$ cat config.mk
export PLATFORM = sky130hd
export DESIGN_NAME = ultrasonic_range_zone_tracker_unit
export DESIGN_NICKNAME = d
export VERILOG_FILES = /design/src/design/urzt_pkg.sv /design/src/design/urzt_seq.sv /design/src/design/urzt_zone.sv /design/src/design/ultrasonic_range_zone_tracker_unit.sv
export VERILOG_INCLUDE_DIRS = /design/src /design/src/design
export SDC_FILE = /design/constraint.sdc
export NUM_CORES = 1
export LEC_CHECK = 0
export BUFFER_PORTS_ARGS = -buffer_cell sky130_fd_sc_hd__buf_2
export CAP_MARGIN = 30
export CORE_MARGIN = 2
export CORE_UTILIZATION = 60
export CTS_BUF_LIST = sky130_fd_sc_hd__clkbuf_8
export CTS_CLUSTER_DIAMETER = 60
export DETAILED_ROUTE_END_ITERATION = 10
export PLACE_DENSITY_LB_ADDON = 0.05
export SKIP_CTS_REPAIR_TIMING = 1
export SLEW_MARGIN = 20
export SYNTH_ARGS = -nofsm -noshare
export SYNTH_HDL_FRONTEND = slang
export SYNTH_SLANG_ARGS = --single-unit
$ cat constraint.sdc
create_clock -name clk -period 11.4 [get_ports clk]
set_clock_uncertainty 0.2 [all_clocks]
set_input_delay 2.85 -clock clk [delete_from_list [all_inputs] [get_ports clk]]
set_output_delay 2.85 -clock clk [all_outputs]
set_load 0.01 [all_outputs]
$ cat src/design/ultrasonic_range_zone_tracker_unit_assert.svh
// ----------------------------------------------------------------------------
// Ultrasonic range zone tracker - assertion macros
// Shorthand for the concurrent checks at the end of the top level. Each macro
// expects signals named clk and rst_n in the scope where it is used.
// ----------------------------------------------------------------------------
`ifndef ULTRASONIC_RANGE_ZONE_TRACKER_UNIT_ASSERT_SVH
`define ULTRASONIC_RANGE_ZONE_TRACKER_UNIT_ASSERT_SVH

// The condition must never hold at a clock edge outside reset.
`define URZT_ASSERT_NEVER(lbl, cond, msg) \
  lbl: assert property (@(posedge clk) disable iff (!rst_n) !(cond)) \
    else $error(msg);

// Whenever ante holds, cons must hold at the same edge.
`define URZT_ASSERT_IMP(lbl, ante, cons, msg) \
  lbl: assert property (@(posedge clk) disable iff (!rst_n) (ante) |-> (cons)) \
    else $error(msg);

// Whenever ante holds, cons must hold at the following edge.
`define URZT_ASSERT_NEXT(lbl, ante, cons, msg) \
  lbl: assert property (@(posedge clk) disable iff (!rst_n) (ante) |=> (cons)) \
    else $error(msg);

`endif

$ cat src/design/urzt_pkg.sv
// ----------------------------------------------------------------------------
// Ultrasonic range zone tracker - shared definitions
// Register indexes, field widths, reset values and the control group passed
// from the measurement sequencer to the top level.
// ----------------------------------------------------------------------------
package urzt_pkg;

  localparam int COUNT_BITS_DEF = 16;

  // Echo time per centimetre of range, in microsecond ticks.
  localparam int US_PER_CM = 58;

  localparam int CFG_IDX_W  = 3;
  localparam int CFG_DATA_W = 16;

  localparam logic [CFG_IDX_W-1:0] CFG_TRIGGER_TICKS = 3'd0;
  localparam logic [CFG_IDX_W-1:0] CFG_MAX_PULSE     = 3'd1;
  localparam logic [CFG_IDX_W-1:0] CFG_MAX_DISTANCE  = 3'd2;
  localparam logic [CFG_IDX_W-1:0] CFG_ZONE_WIDTH    = 3'd3;
  localparam logic [CFG_IDX_W-1:0] CFG_HYSTERESIS    = 3'd4;

  localparam int TRIG_TICKS_W = 8;
  localparam int MAX_PULSE_W  = 16;
  localparam int MAX_DIST_W   = 11;
  localparam int ZONE_WIDTH_W = 10;
  localparam int HYST_W       = 10;
  localparam int ZONE_W       = 8;
  localparam int DIST_OUT_W   = 11;
  localparam int PROD_Z_W     = ZONE_W + ZONE_WIDTH_W;

  localparam int DIST_OUT_MAX = 2047;

  localparam logic [TRIG_TICKS_W-1:0] TRIGGER_TICKS_RST = 8'd10;
  localparam logic [MAX_PULSE_W-1:0]  MAX_PULSE_RST     = 16'd23200;
  localparam logic [MAX_DIST_W-1:0]   MAX_DISTANCE_RST  = 11'd400;
  localparam logic [ZONE_WIDTH_W-1:0] ZONE_WIDTH_RST    = 10'd50;
  localparam logic [HYST_W-1:0]       HYSTERESIS_RST    = 10'd10;

  typedef struct packed {
    logic trig;
    logic done;
  } seq_ctl_t;

endpackage

$ cat src/design/urzt_seq.sv
// ----------------------------------------------------------------------------
// Ultrasonic range zone tracker - measurement sequencer
// Drives the trigger pulse, waits for the echo and times its high period.
// Reports the echo width on the tick the echo falls.
// ----------------------------------------------------------------------------
module urzt_seq #(
  parameter int COUNT_BITS = urzt_pkg::COUNT_BITS_DEF
) (
  input  logic                                clk,
  input  logic                                rst_n,
  input  logic                                acc,
  input  logic                                start_req,
  input  logic                                echo,
  input  logic [urzt_pkg::TRIG_TICKS_W-1:0]   trigger_ticks,
  output urzt_pkg::seq_ctl_t                  ctl,
  output logic [COUNT_BITS-1:0]               width
);

  typedef enum logic [1:0] {
    PH_IDLE,
    PH_TRIG,
    PH_WAIT,
    PH_HIGH
  } phase_t;

  phase_t                  phase_r, phase_nxt;
  logic [COUNT_BITS-1:0]   count_r, count_nxt;
  logic [COUNT_BITS-1:0]   count_inc;
  logic [COUNT_BITS-1:0]   trig_len;

  // A pulse length of zero behaves as a single tick.
  assign trig_len  = (trigger_ticks == '0) ? COUNT_BITS'(1) : COUNT_BITS'(trigger_ticks);
  assign count_inc = (count_r == '1) ? count_r : count_r + COUNT_BITS'(1);

  always_comb begin
    phase_nxt = phase_r;
    count_nxt = count_r;
    ctl       = '0;
    width     = count_inc;
    unique case (phase_r)
      PH_IDLE: begin
        if (start_req) begin
          ctl.trig  = 1'b1;
          count_nxt = COUNT_BITS'(1);
          phase_nxt = (trig_len == COUNT_BITS'(1)) ? PH_WAIT : PH_TRIG;
        end
      end
      PH_TRIG: begin
        ctl.trig = 1'b1;
        if (count_inc >= trig_len) begin
          phase_nxt = PH_WAIT;
          count_nxt = '0;
        end else begin
          count_nxt = count_inc;
        end
      end
      PH_WAIT: begin
        if (echo) begin
          count_nxt = COUNT_BITS'(1);
          phase_nxt = PH_HIGH;
        end
      end
      PH_HIGH: begin
        // The falling tick is counted into the width as well.
        if (!echo) begin
          ctl.done  = 1'b1;
          count_nxt = '0;
          phase_nxt = PH_IDLE;
        end else begin
          count_nxt = count_inc;
        end
      end
      default: begin
        phase_nxt = PH_IDLE;
        count_nxt = '0;
      end
    endcase
  end

  always_ff @(posedge clk) begin
    if (!rst_n) begin
      phase_r <= PH_IDLE;
      count_r <= '0;
    end else if (acc) begin
      phase_r <= phase_nxt;
      count_r <= count_nxt;
    end
  end

endmodule

$ cat src/design/urzt_zone.sv
// ----------------------------------------------------------------------------
// Ultrasonic range zone tracker - hysteretic zone register
// Holds the distance zone; each measurement steps it by one, with a margin
// either side of the boundaries, or clears it when out of range or too far.
// ----------------------------------------------------------------------------
module urzt_zone #(
  parameter int COUNT_BITS = urzt_pkg::COUNT_BITS_DEF
) (
  input  logic                                              clk,
  input  logic                                              rst_n,
  input  logic                                              upd,
  input  logic                                              oor,
  input  logic [COUNT_BITS-$clog2(urzt_pkg::US_PER_CM):0]   dist_cm,
  input  logic [urzt_pkg::PROD_Z_W-1:0]                     prod_z,
  input  logic [urzt_pkg::MAX_DIST_W-1:0]                   max_distance,
  input  logic [urzt_pkg::ZONE_WIDTH_W-1:0]                 zone_width,
  input  logic [urzt_pkg::HYST_W-1:0]                       hysteresis,
  output logic [urzt_pkg::ZONE_W-1:0]                       zone_now
);

  localparam int DIST_W = COUNT_BITS - $clog2(urzt_pkg::US_PER_CM) + 1;
  localparam int CW     = ((DIST_W > urzt_pkg::PROD_Z_W) ? DIST_W : urzt_pkg::PROD_Z_W) + 2;

  logic [urzt_pkg::ZONE_W-1:0] zone_r, zone_nxt;
  logic [CW-1:0]               dist_x, up_x, down_x;
  logic                        far, step_up, step_down;

  // prod_z is zone * zone_width. Leaving downwards needs
  // dist_cm < (zone-1)*zone_width - hysteresis, rearranged to stay unsigned;
  // with the zone at zero the product is zero and the test never fires.
  assign dist_x    = CW'(dist_cm);
  assign up_x      = CW'(prod_z) + CW'(hysteresis);
  assign down_x    = dist_x + CW'(hysteresis) + CW'(zone_width);
  assign far       = dist_x > CW'(max_distance);
  assign step_up   = dist_x > up_x;
  assign step_down = down_x < CW'(prod_z);

  always_comb begin
    zone_nxt = zone_r;
    if (oor || far) begin
      zone_nxt = '0;
    end else if (step_up) begin
      if (zone_r != '1) begin
        zone_nxt = zone_r + urzt_pkg::ZONE_W'(1);
      end
    end else if (step_down) begin
      zone_nxt = zone_r - urzt_pkg::ZONE_W'(1);
    end
  end

  always_ff @(posedge clk) begin
    if (!rst_n) begin
      zone_r <= '0;
    end else if (upd) begin
      zone_r <= zone_nxt;
    end
  end

  assign zone_now = zone_r;

endmodule

$ cat src/design/ultrasonic_range_zone_tracker_unit.sv
// ----------------------------------------------------------------------------
// Ultrasonic range zone tracker
// Each input beat is one microsecond tick carrying a start request and the
// sampled echo level. Every input beat yields exactly one result beat with
// the trigger level for that tick, a completion flag, the distance in cm,
// an out-of-range flag and the hysteretic distance zone.
//
// The configuration port writes one register per cycle on cfg_we; it is
// meant to be used while no measurement is in flight.
// A three-stage pipeline sits between the channels: the sequencer state
// updates as a beat is taken, the next stage divides the echo width by 58
// through a reciprocal multiply, and the last stage updates the zone and
// loads the output register. One beat is taken every cycle while in_stall
// is low.
// When out_stall is high the output register holds its beat; empty stages
// still fill, so in_stall rises only once all three stages are occupied.
// Synchronous reset empties the pipeline, returns the sequencer to idle,
// clears the zone and restores the register defaults.
// ----------------------------------------------------------------------------
`include "ultrasonic_range_zone_tracker_unit_assert.svh"

module ultrasonic_range_zone_tracker_unit #(
  parameter int COUNT_BITS = urzt_pkg::COUNT_BITS_DEF
) (
  input  logic                                   clk,
  input  logic                                   rst_n,
  input  logic                                   cfg_we,
  input  logic [urzt_pkg::CFG_IDX_W-1:0]         cfg_idx,
  input  logic [urzt_pkg::CFG_DATA_W-1:0]        cfg_wdata,
  input  logic                                   in_valid,
  output logic                                   in_stall,
  input  logic                                   in_start_req,
  input  logic                                   in_echo,
  output logic                                   out_valid,
  input  logic                                   out_stall,
  output logic                                   out_trigger,
  output logic                                   out_done_res,
  output logic [urzt_pkg::DIST_OUT_W-1:0]        out_distance_cm,
  output logic                                   out_out_of_range,
  output logic [urzt_pkg::ZONE_W-1:0]            out_zone
);

  localparam int SH     = COUNT_BITS + $clog2(urzt_pkg::US_PER_CM);
  localparam int RW     = COUNT_BITS + 1;
  localparam int DIST_W = COUNT_BITS - $clog2(urzt_pkg::US_PER_CM) + 1;
  localparam int QW     = COUNT_BITS + RW;
  localparam int OW     = (COUNT_BITS > urzt_pkg::MAX_PULSE_W) ? COUNT_BITS
                                                               : urzt_pkg::MAX_PULSE_W;
  localparam int DXW    = (DIST_W > urzt_pkg::DIST_OUT_W) ? DIST_W
                                                          : urzt_pkg::DIST_OUT_W + 1;
  // Rounded-up reciprocal: exact for every width below 2**COUNT_BITS.
  localparam longint unsigned RECIP_L =
    ((64'd1 << SH) + urzt_pkg::US_PER_CM - 1) / urzt_pkg::US_PER_CM;
  localparam logic [RW-1:0] RECIP = RECIP_L[RW-1:0];

  // Configuration registers
  logic [urzt_pkg::TRIG_TICKS_W-1:0] trigger_ticks_r;
  logic [urzt_pkg::MAX_PULSE_W-1:0]  max_pulse_r;
  logic [urzt_pkg::MAX_DIST_W-1:0]   max_distance_r;
  logic [urzt_pkg::ZONE_WIDTH_W-1:0] zone_width_r;
  logic [urzt_pkg::HYST_W-1:0]       hysteresis_r;

  // Pipeline handshake
  logic acc, s1_rdy, s2_rdy, out_rdy, zone_upd;

  // Stage 1: sequencer output
  urzt_pkg::seq_ctl_t      seq_ctl;
  logic [COUNT_BITS-1:0]   seq_width;
  logic                    s1_v_r;
  urzt_pkg::seq_ctl_t      s1_ctl_r;
  logic [COUNT_BITS-1:0]   s1_width_r;

  // Stage 2: quotient and zone product
  logic [QW-1:0]                    quo_prod;
  logic                             s2_v_r;
  urzt_pkg::seq_ctl_t               s2_ctl_r;
  logic                             s2_oor_r;
  logic [DIST_W-1:0]                s2_dist_r;
  logic [urzt_pkg::PROD_Z_W-1:0]    s2_prod_r;
  logic [DXW-1:0]                   dist_x;
  logic [urzt_pkg::ZONE_W-1:0]      zone_now;

  // Output register
  logic                             out_valid_r;
  logic                             out_trigger_r;
  logic                             out_done_res_r;
  logic [urzt_pkg::DIST_OUT_W-1:0]  out_distance_cm_r;
  logic                             out_out_of_range_r;

  always_ff @(posedge clk) begin
    if (!rst_n) begin
      trigger_ticks_r <= urzt_pkg::TRIGGER_TICKS_RST;
      max_pulse_r     <= urzt_pkg::MAX_PULSE_RST;
      max_distance_r  <= urzt_pkg::MAX_DISTANCE_RST;
      zone_width_r    <= urzt_pkg::ZONE_WIDTH_RST;
      hysteresis_r    <= urzt_pkg::HYSTERESIS_RST;
    end else if (cfg_we) begin
      unique case (cfg_idx)
        urzt_pkg::CFG_TRIGGER_TICKS: trigger_ticks_r <= cfg_wdata[urzt_pkg::TRIG_TICKS_W-1:0];
        urzt_pkg::CFG_MAX_PULSE:     max_pulse_r     <= cfg_wdata[urzt_pkg::MAX_PULSE_W-1:0];
        urzt_pkg::CFG_MAX_DISTANCE:  max_distance_r  <= cfg_wdata[urzt_pkg::MAX_DIST_W-1:0];
        urzt_pkg::CFG_ZONE_WIDTH:    zone_width_r    <= cfg_wdata[urzt_pkg::ZONE_WIDTH_W-1:0];
        urzt_pkg::CFG_HYSTERESIS:    hysteresis_r    <= cfg_wdata[urzt_pkg::HYST_W-1:0];
        default: ;
      endcase
    end
  end

  // Each stage moves on when it is empty or its successor moves on.
  assign out_rdy  = !out_valid_r || !out_stall;
  assign s2_rdy   = !s2_v_r || out_rdy;
  assign s1_rdy   = !s1_v_r || s2_rdy;
  assign in_stall = !s1_rdy;
  assign acc      = in_valid && s1_rdy;
  assign zone_upd = out_rdy && s2_v_r && s2_ctl_r.done;

  urzt_seq #(
    .COUNT_BITS (COUNT_BITS)
  ) u_seq (
    .clk           (clk),
    .rst_n         (rst_n),
    .acc           (acc),
    .start_req     (in_start_req),
    .echo          (in_echo),
    .trigger_ticks (trigger_ticks_r),
    .ctl           (seq_ctl),
    .width         (seq_width)
  );

  always_ff @(posedge clk) begin
    if (!rst_n) begin
      s1_v_r <= 1'b0;
    end else if (s1_rdy) begin
      s1_v_r <= acc;
    end
  end

  always_ff @(posedge clk) begin
    if (acc) begin
      s1_ctl_r   <= seq_ctl;
      s1_width_r <= seq_width;
    end
  end

  assign quo_prod = QW'(s1_width_r) * QW'(RECIP);

  always_ff @(posedge clk) begin
    if (!rst_n) begin
      s2_v_r <= 1'b0;
    end else if (s2_rdy) begin
      s2_v_r <= s1_v_r;
    end
  end

  // Measurements are at least three beats apart, so the zone read here
  // already includes the previous measurement's update.
  always_ff @(posedge clk) begin
    if (s2_rdy && s1_v_r) begin
      s2_ctl_r  <= s1_ctl_r;
      s2_oor_r  <= OW'(s1_width_r) > OW'(max_pulse_r);
      s2_dist_r <= quo_prod[SH +: DIST_W];
      s2_prod_r <= urzt_pkg::PROD_Z_W'(zone_now) * urzt_pkg::PROD_Z_W'(zone_width_r);
    end
  end

  urzt_zone #(
    .COUNT_BITS (COUNT_BITS)
  ) u_zone (
    .clk          (clk),
    .rst_n        (rst_n),
    .upd          (zone_upd),
    .oor          (s2_oor_r),
    .dist_cm      (s2_dist_r),
    .prod_z       (s2_prod_r),
    .max_distance (max_distance_r),
    .zone_width   (zone_width_r),
    .hysteresis   (hysteresis_r),
    .zone_now     (zone_now)
  );

  assign dist_x = DXW'(s2_dist_r);

  always_ff @(posedge clk) begin
    if (!rst_n) begin
      out_valid_r <= 1'b0;
    end else if (out_rdy) begin
      out_valid_r <= s2_v_r;
    end
  end

  always_ff @(posedge clk) begin
    if (out_rdy && s2_v_r) begin
      out_trigger_r      <= s2_ctl_r.trig;
      out_done_res_r     <= s2_ctl_r.done;
      out_out_of_range_r <= s2_ctl_r.done && s2_oor_r;
      if (!s2_ctl_r.done) begin
        out_distance_cm_r <= '0;
      end else if (dist_x > DXW'(urzt_pkg::DIST_OUT_MAX)) begin
        out_distance_cm_r <= urzt_pkg::DIST_OUT_W'(urzt_pkg::DIST_OUT_MAX);
      end else begin
        out_distance_cm_r <= dist_x[urzt_pkg::DIST_OUT_W-1:0];
      end
    end
  end

  assign out_valid        = out_valid_r;
  assign out_trigger      = out_trigger_r;
  assign out_done_res     = out_done_res_r;
  assign out_distance_cm  = out_distance_cm_r;
  assign out_out_of_range = out_out_of_range_r;
  assign out_zone         = zone_now;

  // Two completed measurements must never sit in neighbouring stages.
  `URZT_ASSERT_NEVER(a_done_s1_s2, s1_v_r && s1_ctl_r.done && s2_v_r && s2_ctl_r.done, "two measurements in stages 1 and 2")
  `URZT_ASSERT_NEVER(a_done_s2_out, s2_v_r && s2_ctl_r.done && out_valid_r && out_done_res_r, "two measurements in stage 2 and output")
  `URZT_ASSERT_IMP(a_idle_zero, out_valid_r && !out_done_res_r, (out_distance_cm_r == '0) && !out_out_of_range_r, "measurement fields set on a beat without completion")
  `URZT_ASSERT_NEXT(a_zone_hold, !zone_upd, $stable(zone_now), "zone changed without a completed measurement")

endmodule

==> results_dict.tcl, run 1 <==
set metrics [dict create \
    antenna_cells 0 \
    synth_edf_count 64 \
    drive_above_1_share_pct 6.68 \
    syn_nets 2089 \
    p_sw_uw 678 \
    gp_congestion 0.909 \
    clockBufferDepth 2 \
    grt_pass1_vias 11483 \
    yosys_warnings 0 \
    drv_slew 0 \
    finalSetupViolCount 0 \
    synth_area_leaders "ha_1 21%, fa_1 18%, edfxtp_1 12%" \
    syn_area_um2 15500 \
    gr-usage-met2_pct 43.1 \
    io_buffers 49 \
    cts_sinks 148 \
    r2r-end "s2_dist_r[7]$_DFFE_PP_" \
    place.detailed.hpwl_um 28500 \
    seqPwrFrac_pct 35.6 \
    cts_root_buf "clkbuf_8" \
    cellPowerDensity_nw_per_um2 105 \
    ys_ff_latch 148 \
    firstDrtPassIters 5 \
    fp.dieW_um 165 \
    die_height_um 165 \
    gr-usage-met3_pct 4.55 \
    hold_violations 0 \
    fin_ws_ns 4.62 \
    p_clk_share_pct 23.8 \
    clkLatencyLatePin_ns 0.49 \
    worstPathCellList "fa_1 -> inv_1 -> fa_1 -> inv_1 -> fa_1 -> fa_1 -> fa_1 -> inv_1 -> fa_1 -> inv_1 -> ha_1 -> a21oi_1 -> o21bai_1 -> a211oi_1 -> nor3b_1 -> a21oi_1 -> a41o_1 -> a21oi_1 -> o21bai_1 -> xor2_1" \
    rows 58 \
    nNetsFinal 2129 \
    synthCells 1668 \
    grt_max_degree 46 \
    htree_levels 4 \
    grt_pass1_wl_um 58100 \
    fin_crit_sh_pct 59.4 \
    synth_area_leader_cell "ha_1" \
    fmax_mhz 148 \
    drc 0 \
    use_met1_pct 40.4 \
    status "completed" \
    reg2reg_slack_ns 4.62 \
    tightest_slew_ns 0.985 \
    dr_total_vias 11495 \
    layout_min_cycle_time_ns 6.78 \
    p_sw_share_pct 39.2 \
    synth_top_flop_cell "dfxtp_1" \
    cpMostUsedCell "fa_1" \
    p_leak_nw 8.22 \
    routed_wl_um 35100 \
    cp.arrival_ns 6.81 \
    preCtsSetupSlack_ns 4.73 \
    final.setup.tns_ns 0 \
    cp_top_family "adder cells" \
    synth.distinct_cells 73 \
    r2r_cells 20 \
    cp_slowest_stage_delay_ns 0.62 \
    avgSynthCellArea_um2 9.29 \
    rsz0062_at_grt "no" \
    hold_class "flip-flop to flip-flop" \
    grt_overflow 0 \
    ant_nets 0 \
    ir_drop_mv 0.0655 \
    internal_power_mw 1.05 \
    ys_seq_area_share_pct 23.3 \
    initial_utilization_pct 61.4 \
    critPathMaxFanout 8 \
    crit_path_end_kind "flip-flop" \
    p_comb_share_pct 40.6 \
    globalRoute.busiestLayer "met2" \
    yosysTopAreaCellShare_pct 20.8 \
    maxCapViolCount 0 \
    io_pins 50 \
    antenna_found_initial 0 \
    r2r_start "s1_width_r[13]$_DFFE_PP_" \
    worstPathRequired_ns 11.44 \
    critPathBufInv 4 \
    area.growth.synth_to_final_pct 6.26 \
    cts_buffers 17 \
    hp-start "s1_ctl_r[0]$_SDFFCE_PN0P_" \
    drt-wirelength-per-cell_um 17.1 \
    drtIter0Drc 847 \
    dieArea_um2 27100 \
    viasPerCell 5.60 \
    finalPower_mw 1.73 \
    crit_slowest_cell "edfxtp_1" \
    core-area_um2 25300 \
    startpoint_type "flip-flop" \
    hold_end "s2_ctl_r[0]$_DFFE_PP_" \
    slew_headroom_pct 32.7 \
    crit_type "flip-flop to flip-flop" \
    grt_usage_pct 27.5 \
    hold_path_depth 0 \
    synthArstFlopShare_pct 0 \
    cts_tree "done" \
    cts.clk_slew.worst_paths_ns 0.10 \
]
synthesized netlist by cell type, drive strengths merged, types with 3 or more instances:
library cell,number
and2,65
xnor2,43
edfxtp,64
a41o,3
nor3b,3
nor2b,13
nand2b,11
a211o,5
o31ai,4
mux2i,9
ha,257
or2,7
nor2,41
a31oi,7
o21ai,37
a21boi,5
a211oi,13
and3,9
nand4,19
nor4,6
o21bai,7
fa,138
inv,323
a21oi,98
a2111oi,3
dfxtp,84
nor3,12
nand2,183
a21o,27
o21a,11
o211ai,19
mux2,3
xor2,21
clkbuf,33
or3,7
a32o,9
nand3,36
cell families after synthesis:
| group | Yosys count | synth area share (%) |
|---|---|---|
| buffers and inverters | 357 | 8.65 |
| xor gates and xnor gates | 64 | 3.62 |
| DFF | 148 | 23.3 |
| and+or+nand+nor | 421 | 13.2 |
| muxes | 12 | 0.824 |
| AOI/OAI and AO/OA | 271 | 11.9 |
| adders and majority gates | 395 | 38.6 |
placed cells by master (no fill, tap or decap), types with 11 or more instances in the layout:
cell type and count:
fa_1 138, dfxtp_1 84, ha_1 257, o211ai_1 19, nor3_1 11, and2_1 64, o21ai_0 34, inv_1 323
a21oi_1 98, a211oi_1 13, edfxtp_1 64, nand4_1 19, a21o_1 26, o21a_1 11, xnor2_1 43, clkbuf_8 17
xor2_1 21, buf_2 49, nor2_1 40, nand2_1 183, nand2b_1 11, nand3_1 36, nor2b_1 12
per-stage QoR:
stage / instances / area, um^2 / utilization, % / hold slack, ns
after floorplan: 1668 / 15500 / - / 0.200
after global placement: 2018 / 16100 / 63.6 / 0.207
after detailed placement: 2018 / 16100 / 63.6 / 0.207
after CTS: 2050 / 16500 / 65.2 / 0.231
after global routing: 2051 / 16500 / 65.2 / 0.244
final: 2051 / 16500 / 65.2 / 0.230
how the worst max path moves through the flow:
stage	start	endpoint	depth (start not counted)
6_report	s1_width_r[13]$_DFFE_PP_	s2_dist_r[7]$_DFFE_PP_	20
5_1_grt	s1_width_r[12]$_DFFE_PP_	s2_dist_r[7]$_DFFE_PP_	20
4_1_cts	s1_width_r[11]$_DFFE_PP_	s2_dist_r[7]$_DFFE_PP_	20
3_5_place_dp	s1_width_r[11]$_DFFE_PP_	s2_dist_r[7]$_DFFE_PP_	20
3_3_place_gp	out_stall	in_stall	4
2_1_floorplan	out_stall	in_stall	2
per-layer routing:
layer | vias up | wire length (um)
met5 | - | 0
met4 | 0 | 568
met3 | 31 | 2030
met2 | 269 | 15400
met1 | 5562 | 17100
li1 | 5633 | -
power groups by stage:
stage | clock network [mW] | registers (mW) | logic, mW
2_1_floorplan | 0 | 0.611 | 0.530
3_5_place_dp | 0 | 0.628 | 0.699
6_report | 0.411 | 0.615 | 0.703
3_3_place_gp | 0 | 0.627 | 0.673
4_1_cts | 0.419 | 0.615 | 0.708
5_1_grt | 0.439 | 0.619 | 0.821
state kept, by name, indices dropped and copies added (netlist names), 2 cells and up:
signal / flops
trigger_ticks_r: 8
s2_ctl_r: 2
out_distance_cm: 11
hysteresis_r: 10
max_distance_r: 11
max_pulse_r: 16
u_seq.phase_r: 2
u_seq.count_r: 16
s2_prod_r: 18
s1_ctl_r: 2
zone_width_r: 10
s1_width_r: 16
u_zone.zone_now: 8
s2_dist_r: 11
final cells by class:
class / count / area (um^2)
Clock buffer: 17 / 234
Multi-Input combinational cell: 1163 / 10600
Sequential cell: 148 / 3600
Tap cell: 330 / 413
Clock inverter: 15 / 160
Timing Repair Buffer: 55 / 288
Inverter: 323 / 1210
Fill cell: 2147 / 8790
Note: power is estimated with default switching activity, not from simulation.
==> run 2, diff against run 1 <==
Settings changed: ABC_AREA from default to 1.
Clock period 11.4 ns to 6.15 ns, I/O delays scaled along.
==> results_dict.tcl, run 2 <==
set metrics [dict create \
    status "completed" \
    finalSetupViolCount 0 \
    tightest_slew_ns 0.725 \
    cp.arrival_ns 5.83 \
    final-seq-area_um2 3600 \
    avgSynthCellArea_um2 8.02 \
    nNetsFinal 2520 \
    fp.dieW_um 170 \
    ys_seq_area_share_pct 21.9 \
    mostFrequentLayoutCells "480 x inv_1, 367 x nand2_1, 257 x ha_1" \
    synth_edf_count 64 \
    synth.distinct_cells 54 \
    critPathMaxFanout 8 \
    largest_register_ffs 18 \
    yosys_warnings 0 \
    fmax_mhz 172 \
    dr_total_vias 13160 \
    multi_input_area_um2 10800 \
    synthCells 2053 \
    drv_slew 0 \
    slew_headroom_pct 51.6 \
    crit_path_end_kind "flip-flop" \
    routed_wl_um 40000 \
    synth_top_flop_cell "dfxtp_1" \
    layout_min_cycle_time_ns 5.82 \
    nFillCells 2406 \
    dieArea_um2 28800 \
    synthArstFlopShare_pct 0 \
    hold_ws_ns 0.221 \
    grt_overflow 0 \
    synth_area_leader_cell "ha_1" \
    initial_utilization_pct 61.1 \
    drtIter0Drc 924 \
    antenna_cells 0 \
    grt_max_degree 67 \
    cellPowerDensity_nw_per_um2 243 \
    grt_usage_pct 29.4 \
    clkLatencyLatePin_ns 0.46 \
    final.setup.tns_ns 0 \
    r2r_cells 18 \
    finalPower_mw 4.27 \
    clockBufferDepth 2 \
    crit_type "flip-flop to flip-flop" \
    p_leak_nw 9.53 \
    maxCapViolCount 0 \
    critPathLaunch "s1_width_r[14]$_DFFE_PP_" \
    cts_tree "done" \
    grt_pass1_wl_um 66200 \
    core-area_um2 27000 \
    syn_nets 2474 \
    drive_above_1_share_pct 6.72 \
    grt_pass1_vias 13219 \
    cts_sinks 148 \
    r2r_start "s1_width_r[14]$_DFFE_PP_" \
    synth_most_common_cell "inv_1" \
    yosysTopAreaCellShare_pct 19.5 \
    drt-wirelength-per-cell_um 16.3 \
    syn_area_um2 16500 \
    hold_violations 0 \
    ir_drop_mv 0.172 \
    gp_congestion 0.909 \
    reg2reg_slack_ns 0.33 \
    synth_commonest_cells "480 x inv_1, 367 x nand2_1, 257 x ha_1" \
    viasPerCell 5.36 \
    place.detailed.hpwl_um 32700 \
    cts.clk_slew.worst_paths_ns 0.10 \
    io_pins 50 \
    cts_buffers 17 \
    rows 60 \
    htree_levels 4 \
    die_height_um 170 \
    drc 0 \
    firstDrtPassIters 8 \
    cts_root_buf "clkbuf_8" \
    hold_class "flip-flop to flip-flop" \
    antenna_found_initial 0 \
    regMostFlops "s2_prod_r" \
    synth_area_leaders "ha_1 20%, fa_1 17%, edfxtp_1 12%" \
    fin_crit_sh_pct 94.6 \
    io_buffers 49 \
    ant_nets 0 \
    ys_ff_latch 148 \
    area.growth.synth_to_final_pct 6.51 \
    crit_path_end "s2_dist_r[9]$_DFFE_PP_" \
    hp-start "s1_ctl_r[0]$_SDFFCE_PN0P_" \
    r2r-end "s2_dist_r[9]$_DFFE_PP_" \
    startpoint_type "flip-flop" \
    worstPathRequired_ns 6.16 \
    rsz0062_at_grt "no" \
    final_common_cell "inv_1" \
]
==> run 2: cell count changes after synthesis, sizes merged, moves of 15 or more <==
cell   delta
nand2   +188
inv     +167
nor2     +79
and2     -64
a21oi    +53
o21ai    +42
nand3    +41
a21o     -21
xor2     +17
xnor2    -16
nor3     +15
==> run 2: metal layers <==
layer	part of all wire, %	up-vias	wire length [um]	GRT usage (%)
met5	0	-	0	0
met3	6.0	40	2420	4.36
met4	1.4	0	579	6.28
li1	-	6576	-	-
met1	48	6223	19300	41.9
met2	44	321	17700	47.8
==> run 2: area by class of cell <==
cell class              count  area share, %
multi-input cells        1373           61.8
clock buffers              18           1.41
clock inverters            14           1.14
inverters                 494           10.6
repair buffers             65           2.08
flip-flops and latches    148           20.5
well taps                 341           2.43
==> run 2: critical path, cell delays in order, from the launching register on <==
cell and delay, ns:
edfxtp_1 0.58, fa_1 0.54, inv_1 0.05, fa_1 0.49, inv_1 0.06, fa_1 0.50
inv_1 0.06, fa_1 0.48, fa_1 0.53, fa_1 0.54, inv_1 0.04, ha_1 0.34
a21oi_1 0.21, o21ai_0 0.10, a21oi_1 0.13, nand3_1 0.17, a21oi_1 0.24, o21ai_0 0.14
xor2_1 0.16
==> run 2: cell families after synthesis <==
kind of cell / share of synthesized area (%)
and+or+nand+nor: 16.6
buffers and inverters: 12.3
adders and majority gates: 36.3
AOI/OAI and AO/OA: 9.44
DFF: 21.9
xor gates and xnor gates: 3.46
==> run 2: worst min path at each step <==
stage | to | slack (ns) | depth (start not counted)
after floorplan | out_trigger$_DFFE_PP_ | 0.20 | 0
final | s2_ctl_r[0]$_DFFE_PP_ | 0.22 | 0
after detailed placement | s2_ctl_r[0]$_DFFE_PP_ | 0.21 | 0
after global placement | s2_ctl_r[0]$_DFFE_PP_ | 0.21 | 0
after global routing | s2_ctl_r[0]$_DFFE_PP_ | 0.23 | 0
after CTS | s2_ctl_r[0]$_DFFE_PP_ | 0.23 | 0
==> run 2: power breakdown <==
group / leakage, nW / switching, mW / internal [mW]
registers: 1.30 / 0.0863 / 1.10
clock network: 0.216 / 0.420 / 0.458
logic: 8.01 / 1.35 / 0.856
total: 9.53 / 1.86 / 2.41
==> run 2: per-stage QoR <==
step           utilization [%]  cell area, um^2  instances  setup WS (ns)
4_1_cts                   64.9            17500       2447          0.292
6_report                  65.1            17500       2453          0.332
2_1_floorplan                -            16500       2053          0.715
5_1_grt                   65.1            17500       2453         0.0119
3_5_place_dp              63.3            17100       2415          0.295
3_3_place_gp              63.3            17100       2415          0.406
